## src/gbi_pkg.sv

```systemverilog
// ----------------------------------------------------------------------------
// gbi_pkg: shared types and constants of the grid bilinear interpolator
// Item structs, register indexes, mode codes and size defaults.
// ----------------------------------------------------------------------------
package gbi_pkg;

  // Default storage sizes.
  localparam int MAX_ROWS_DEF   = 256;
  localparam int MAX_COLS_DEF   = 256;
  localparam int COMPONENTS_DEF = 4;

  // Fixed field widths.
  localparam int SAMPLE_W = 32;
  localparam int OFF_W    = 17;

  // Offset of one whole cell in Q1.16.
  localparam logic [OFF_W-1:0] OFF_ONE = 17'd65536;

  // Register reset values.
  localparam logic [31:0] INV_SPACING_RST = 32'd65536;
  localparam logic [8:0]  CELLS_USED_RST  = 9'd256;

  // Item modes.
  localparam logic MODE_WRITE = 1'b0;
  localparam logic MODE_QUERY = 1'b1;

  // Configuration register indexes.
  typedef enum logic [2:0] {
    CFG_ORIGIN_X1      = 3'd0,
    CFG_ORIGIN_X2      = 3'd1,
    CFG_INV_SPACING_X1 = 3'd2,
    CFG_INV_SPACING_X2 = 3'd3,
    CFG_CELLS_USED_X1  = 3'd4,
    CFG_CELLS_USED_X2  = 3'd5
  } cfg_reg_t;

  // Input item.
  typedef struct packed {
    logic               mode;
    logic        [7:0]  cell_row;
    logic        [7:0]  cell_col;
    logic signed [31:0] sample_c0;
    logic signed [31:0] sample_c1;
    logic signed [31:0] sample_c2;
    logic signed [31:0] sample_c3;
    logic signed [31:0] point_x1;
    logic signed [31:0] point_x2;
  } in_item_t;

  // Result item.
  typedef struct packed {
    logic signed [31:0] blend_c0;
    logic signed [31:0] blend_c1;
    logic signed [31:0] blend_c2;
    logic signed [31:0] blend_c3;
  } out_item_t;

  // Cell offsets of one query on both axes.
  typedef struct packed {
    logic [OFF_W-1:0] f1;
    logic [OFF_W-1:0] f2;
  } off_pair_t;

  // Grid memory control for one pipeline slot.
  typedef struct packed {
    logic wr_en;
    logic rd_en;
  } mem_ctl_t;

endpackage

```

## src/gbi_locate.sv

```systemverilog
// ----------------------------------------------------------------------------
// gbi_locate: coordinate to cell index and offset
// Four register stages: difference, scale multiply, rounding shift, clamp.
// ----------------------------------------------------------------------------
module gbi_locate #(
  parameter int MAX_CELLS = gbi_pkg::MAX_ROWS_DEF
) (
  input  logic                         clk,
  input  logic signed [31:0]           x,
  input  logic signed [31:0]           org,
  input  logic        [31:0]           inv,
  input  logic        [8:0]            used,
  output logic [$clog2(MAX_CELLS)-1:0] idx,
  output logic [gbi_pkg::OFF_W-1:0]    off
);

  localparam int IW = $clog2(MAX_CELLS);

  logic [31:0]               mag_r, mag_nxt;
  logic                      neg1_r, neg2_r, neg3_r;
  logic [63:0]               prod_r, prod_nxt;
  logic [40:0]               t_r, t_nxt;
  logic [IW-1:0]             idx_r, idx_nxt;
  logic [gbi_pkg::OFF_W-1:0] off_r, off_nxt;
  logic [32:0]               d;
  logic [64:0]               rsum;

  // Stage 1: exact difference and its magnitude.
  always_comb begin
    d       = {x[31], x} - {org[31], org};
    mag_nxt = d[32] ? 32'(-d) : d[31:0];
  end

  // Stage 2: scale by the reciprocal spacing.
  assign prod_nxt = 64'(mag_r) * 64'(inv);

  // Stage 3: drop 24 fraction bits, rounding the magnitude up when negative.
  always_comb begin
    rsum  = {1'b0, prod_r} + 65'h0_00FF_FFFF;
    t_nxt = neg2_r ? rsum[64:24] : {1'b0, prod_r[63:24]};
  end

  // Stage 4: remove the half-cell bias and clamp to the grid.
  always_comb begin
    logic signed [42:0] ub;
    logic signed [42:0] u;
    logic [25:0]        q;
    logic [25:0]        nm2;
    int                 n;
    ub = {2'b00, t_r};
    u  = neg3_r ? (-ub - 43'sd32768) : (ub - 43'sd32768);
    q  = u[41:16];
    n  = int'(used);
    if (n < 2) n = 2;
    if (n > MAX_CELLS) n = MAX_CELLS;
    nm2 = 26'(n - 2);
    if (u[42]) begin
      idx_nxt = '0;
      off_nxt = '0;
    end else if (q > nm2) begin
      idx_nxt = nm2[IW-1:0];
      off_nxt = gbi_pkg::OFF_ONE;
    end else begin
      idx_nxt = q[IW-1:0];
      off_nxt = {1'b0, u[15:0]};
    end
  end

  always_ff @(posedge clk) begin
    mag_r  <= mag_nxt;
    neg1_r <= d[32];
    prod_r <= prod_nxt;
    neg2_r <= neg1_r;
    t_r    <= t_nxt;
    neg3_r <= neg2_r;
    idx_r  <= idx_nxt;
    off_r  <= off_nxt;
  end

  assign idx = idx_r;
  assign off = off_r;

endmodule

```

## config.mk

```make
export PLATFORM = sky130hd
export DESIGN_NAME = gbi_locate
export DESIGN_NICKNAME = d
export VERILOG_FILES = /design/src/gbi_pkg.sv /design/src/gbi_locate.sv
export SDC_FILE = /design/constraint.sdc
export NUM_CORES = 2
export LEC_CHECK = 0
export ABC_AREA = 1
export BUFFER_PORTS_ARGS = -buffer_cell sky130_fd_sc_hd__buf_4
export CORE_MARGIN = 3
export CORE_UTILIZATION = 40
export DETAILED_ROUTE_END_ITERATION = 10
export MAX_ROUTING_LAYER = met4
export PLACE_DENSITY = 0.53
export SLEW_MARGIN = 40
export SYNTH_ARGS = -nofsm -noshare
export SYNTH_HDL_FRONTEND = slang
export SYNTH_SLANG_ARGS = --single-unit
```

## constraint.sdc

```tcl
create_clock -name clk -period 8.1 [get_ports clk]
set_input_delay 0.405 -clock clk [delete_from_list [all_inputs] [get_ports clk]]
set_output_delay 0.405 -clock clk [all_outputs]
set_load 0.03 [all_outputs]
```

==> impl_metrics.csv <==
group,metric,value,unit
run_status,status,"complete, no violations",
synth,synth.top_cell.area_share,39.9,%
clock_network,cts_sinks,165,
placed_design,hpwl,110,mm
sta,worst_slew_pin_slew,0.817,ns
global_route,grt_pass1_wl,209,mm
clock_network,ctsResizeCount,0,
clock_network,cts_made_buffers,17,
clock_network,clk_pin_slew,0.07,ns
placed_design,gp_routability_congestion,0.921,
synth,syn_area,45000,sq um
clock_network,clkLatencyLatePin,0.48,ns
placed_design,io_buffers,130,
sta,tns,0,ns
drt,final_antenna_net_count,0,
synth,ys_warn_count,0,
floorplan,placement_rows,122,
sta,drv_slew,0,
job,cap_viol_max_count,0,
floorplan,dieArea,116000,sq um
worst_setup_path,path_cells,"buf_4 > nand2_1 > fa_1 > inv_1 > fa_1 > fa_1 > inv_1 > fa_1 > inv_1 > ha_1 > ha_1 > fa_1 > inv_1 > fa_1 > inv_1 > ha_1 > nand2_1 > nor2_1 > inv_1 > o31ai_1 > a21oi_1 > o21ai_0 > a21oi_1 > xor2_1",
placed_design,post-place-ws,0.321,ns
drt,drtIter0Drc,1872,
global_route,grt_max_degree,36,
floorplan,ios,131,
sta,grt_setup_unrepaired,"false",
worst_hold_path,hp-class,"in -> reg",
layout,syn2layout_area_growth,7.50,%
sta,max_clock_freq,131,MHz
sta,setup_violations,0,
global_route,grt_overflow,0,
global_route,grtUsageTotal,23.4,%
clock_network,h-tree-depth,4,
clock_network,cts_hold_buf,0,
floorplan,start_util,40.5,%
worst_setup_path,slowest_stage,"dfxtp_1",
drt,num_vias,35700,
clock_network,cts_buffer_depth,2,
drt,viasPerCell,4.70,
layout,final_cell_mix,"inv_1, nand2_1, fa_1",
floorplan,die_w,341,um
layout,fillerInstances,11700,
drt,drc_errors,0,
worst_setup_path,cp_max_fo,17,
layout,final_layout_size_suffix_gt1_share,4.92,%
sta,maxSlewHeadroom,45.5,%
worst_setup_path,worstPathRequired,8.47,ns
global_route,grt_pass1_vias,38500,
worst_setup_path,slowest_delay,0.81,ns
synth,synth-seq-area-share,7.35,%
worst_setup_path,timing.critical_path.buf_inv,7,
worst_setup_path,critPathLaunchType,"register",
synth,synth_cell_types,54,
floorplan,die_y,341,um
clock_network,root_buffer,"clkbuf_16",
synth,syn_area_per_cell,7.42,sq um
layout,nNetsFinal,7414,
clock_network,cts_tree,"done",
drt,dr.pass1.iters,5,
worst_setup_path,ff2ff_setup_slack,0.45,ns
worst_setup_path,end_kind,"register",
layout,stdcell_count,7586,
synth,synth_top_area_cell,"fa_1",
clock_network,cts_setup_buffers,0,
synth,ys_top_cells_by_area,"fa_1, inv_1, nand2_1",
synth,yosys_register_bits,165,
floorplan,core,111000,sq um
drt,wirelength,127,mm
worst_setup_path,path_class,"reg -> reg",
sta,skew,0.0144,ns
global_route,antenna_found_initial,3,
sta,fin_ws,0.447,ns
worst_setup_path,crit_family,"adder cells",
placed_design,dp_cells,7552,
worst_setup_path,cp.arrival,8.02,ns
drt,routedWlPerCell,16.8,um
layout,final_core_util,43.5,%
sta,period_needed,7.65,ns
sta,min_period_over_period,94.5,%
synth,synth_cells,6059,
layout,final_common_cell,"inv_1",
sta,hold_viol,0,
[cell usage after synthesis, drive strengths merged]
cell / instances
a21oi: 125
o221a: 1
ha: 328
o2111ai: 1
nand3b: 10
fa: 897
a31oi: 19
nand3: 110
o22ai: 7
nor3: 51
and2: 3
o21a: 3
buf: 5
o211ai: 5
o221ai: 3
clkbuf: 199
nand4: 37
a21o: 9
o211a: 1
nor4: 22
clkinv: 5
o21bai: 11
or4: 1
or2: 11
conb: 1
o21ai: 77
o31ai: 6
nand2: 1607
nor4b: 1
and3: 6
a211oi: 3
a21boi: 5
o311ai: 1
dfxtp: 165
nor2: 286
inv: 1860
o41ai: 1
xor2: 111
xnor2: 65
[worst paths after layout]
check,to,from,depth (start not counted)
max,prod_r[48],mag_r[2],24
min,mag_r[0],org[0],3
max reg2reg,prod_r[48],mag_r[2],24
min reg2reg,neg3_r,neg2_r,0
[worst register-to-register path: stages, from the launching register on]
cell	delay [ns]
dfxtp_1	0.81
buf_4	0.40
nand2_1	0.11
fa_1	0.52
inv_1	0.07
fa_1	0.44
fa_1	0.54
inv_1	0.05
fa_1	0.53
inv_1	0.04
ha_1	0.28
ha_1	0.33
fa_1	0.54
inv_1	0.05
fa_1	0.53
inv_1	0.04
ha_1	0.36
nand2_1	0.11
nor2_1	0.20
inv_1	0.11
o31ai_1	0.42
a21oi_1	0.22
o21ai_0	0.50
a21oi_1	0.17
xor2_1	0.18
[per-layer routing]
metal  GRT usage [%]  share of wire [%]  vias up
li1                -                  -    17200
met1            31.0                 45    17500
met2            39.1                 48      800
met3            2.80                5.1      116
met4            4.08                1.4        0
met5               -                  0        -
[registers in the layout, summed over array words and instances, names as in the netlist]
register / cells
prod_r: 64
neg3_r: 1
t_r: 41
off: 17
neg2_r: 1
neg1_r: 1
idx: 8
mag_r: 32
[kinds of logic (layout without fill, tap and decap cells)]
family / Yosys count / after routing / share of synthesized area, %
AOI/OAI and AO/OA: 278 / 278 / 3.48
and+or+nand+nor: 2145 / 2145 / 19.3
buffers and inverters: 2069 / 2101 / 17.3
adders and majority gates: 1225 / 1225 / 49.1
other: 1 / 8 / 0.00834
DFF: 165 / 165 / 7.35
xor gates and xnor gates: 176 / 176 / 3.50
[per-stage QoR]
step	instance area, sq um	hold slack [ns]
finish	48300	0.239
global route	48300	0.239
CTS	48300	0.190
detailed placement	47700	0.470
global placement	47700	0.474
floorplan	45000	0.310
[area by class of cell]
| cell class | count | area, sq um | area share, % |
|---|---|---|---|
| Antenna cell | 2 | 5.00 | 0.0104 |
| Clock buffer | 17 | 425 | 0.880 |
| Clock inverter | 15 | 156 | 0.324 |
| Inverter | 1865 | 7000 | 14.5 |
| Multi-Input combinational cell | 3830 | 33900 | 70.1 |
| Sequential cell | 165 | 3310 | 6.85 |
| Tap cell | 1488 | 1860 | 3.85 |
| Timing Repair Buffer | 204 | 1680 | 3.48 |
Power is left out: the tool's default activity adds up to more than one toggle a clock period on the data nets, which glitch-free logic cannot reach.
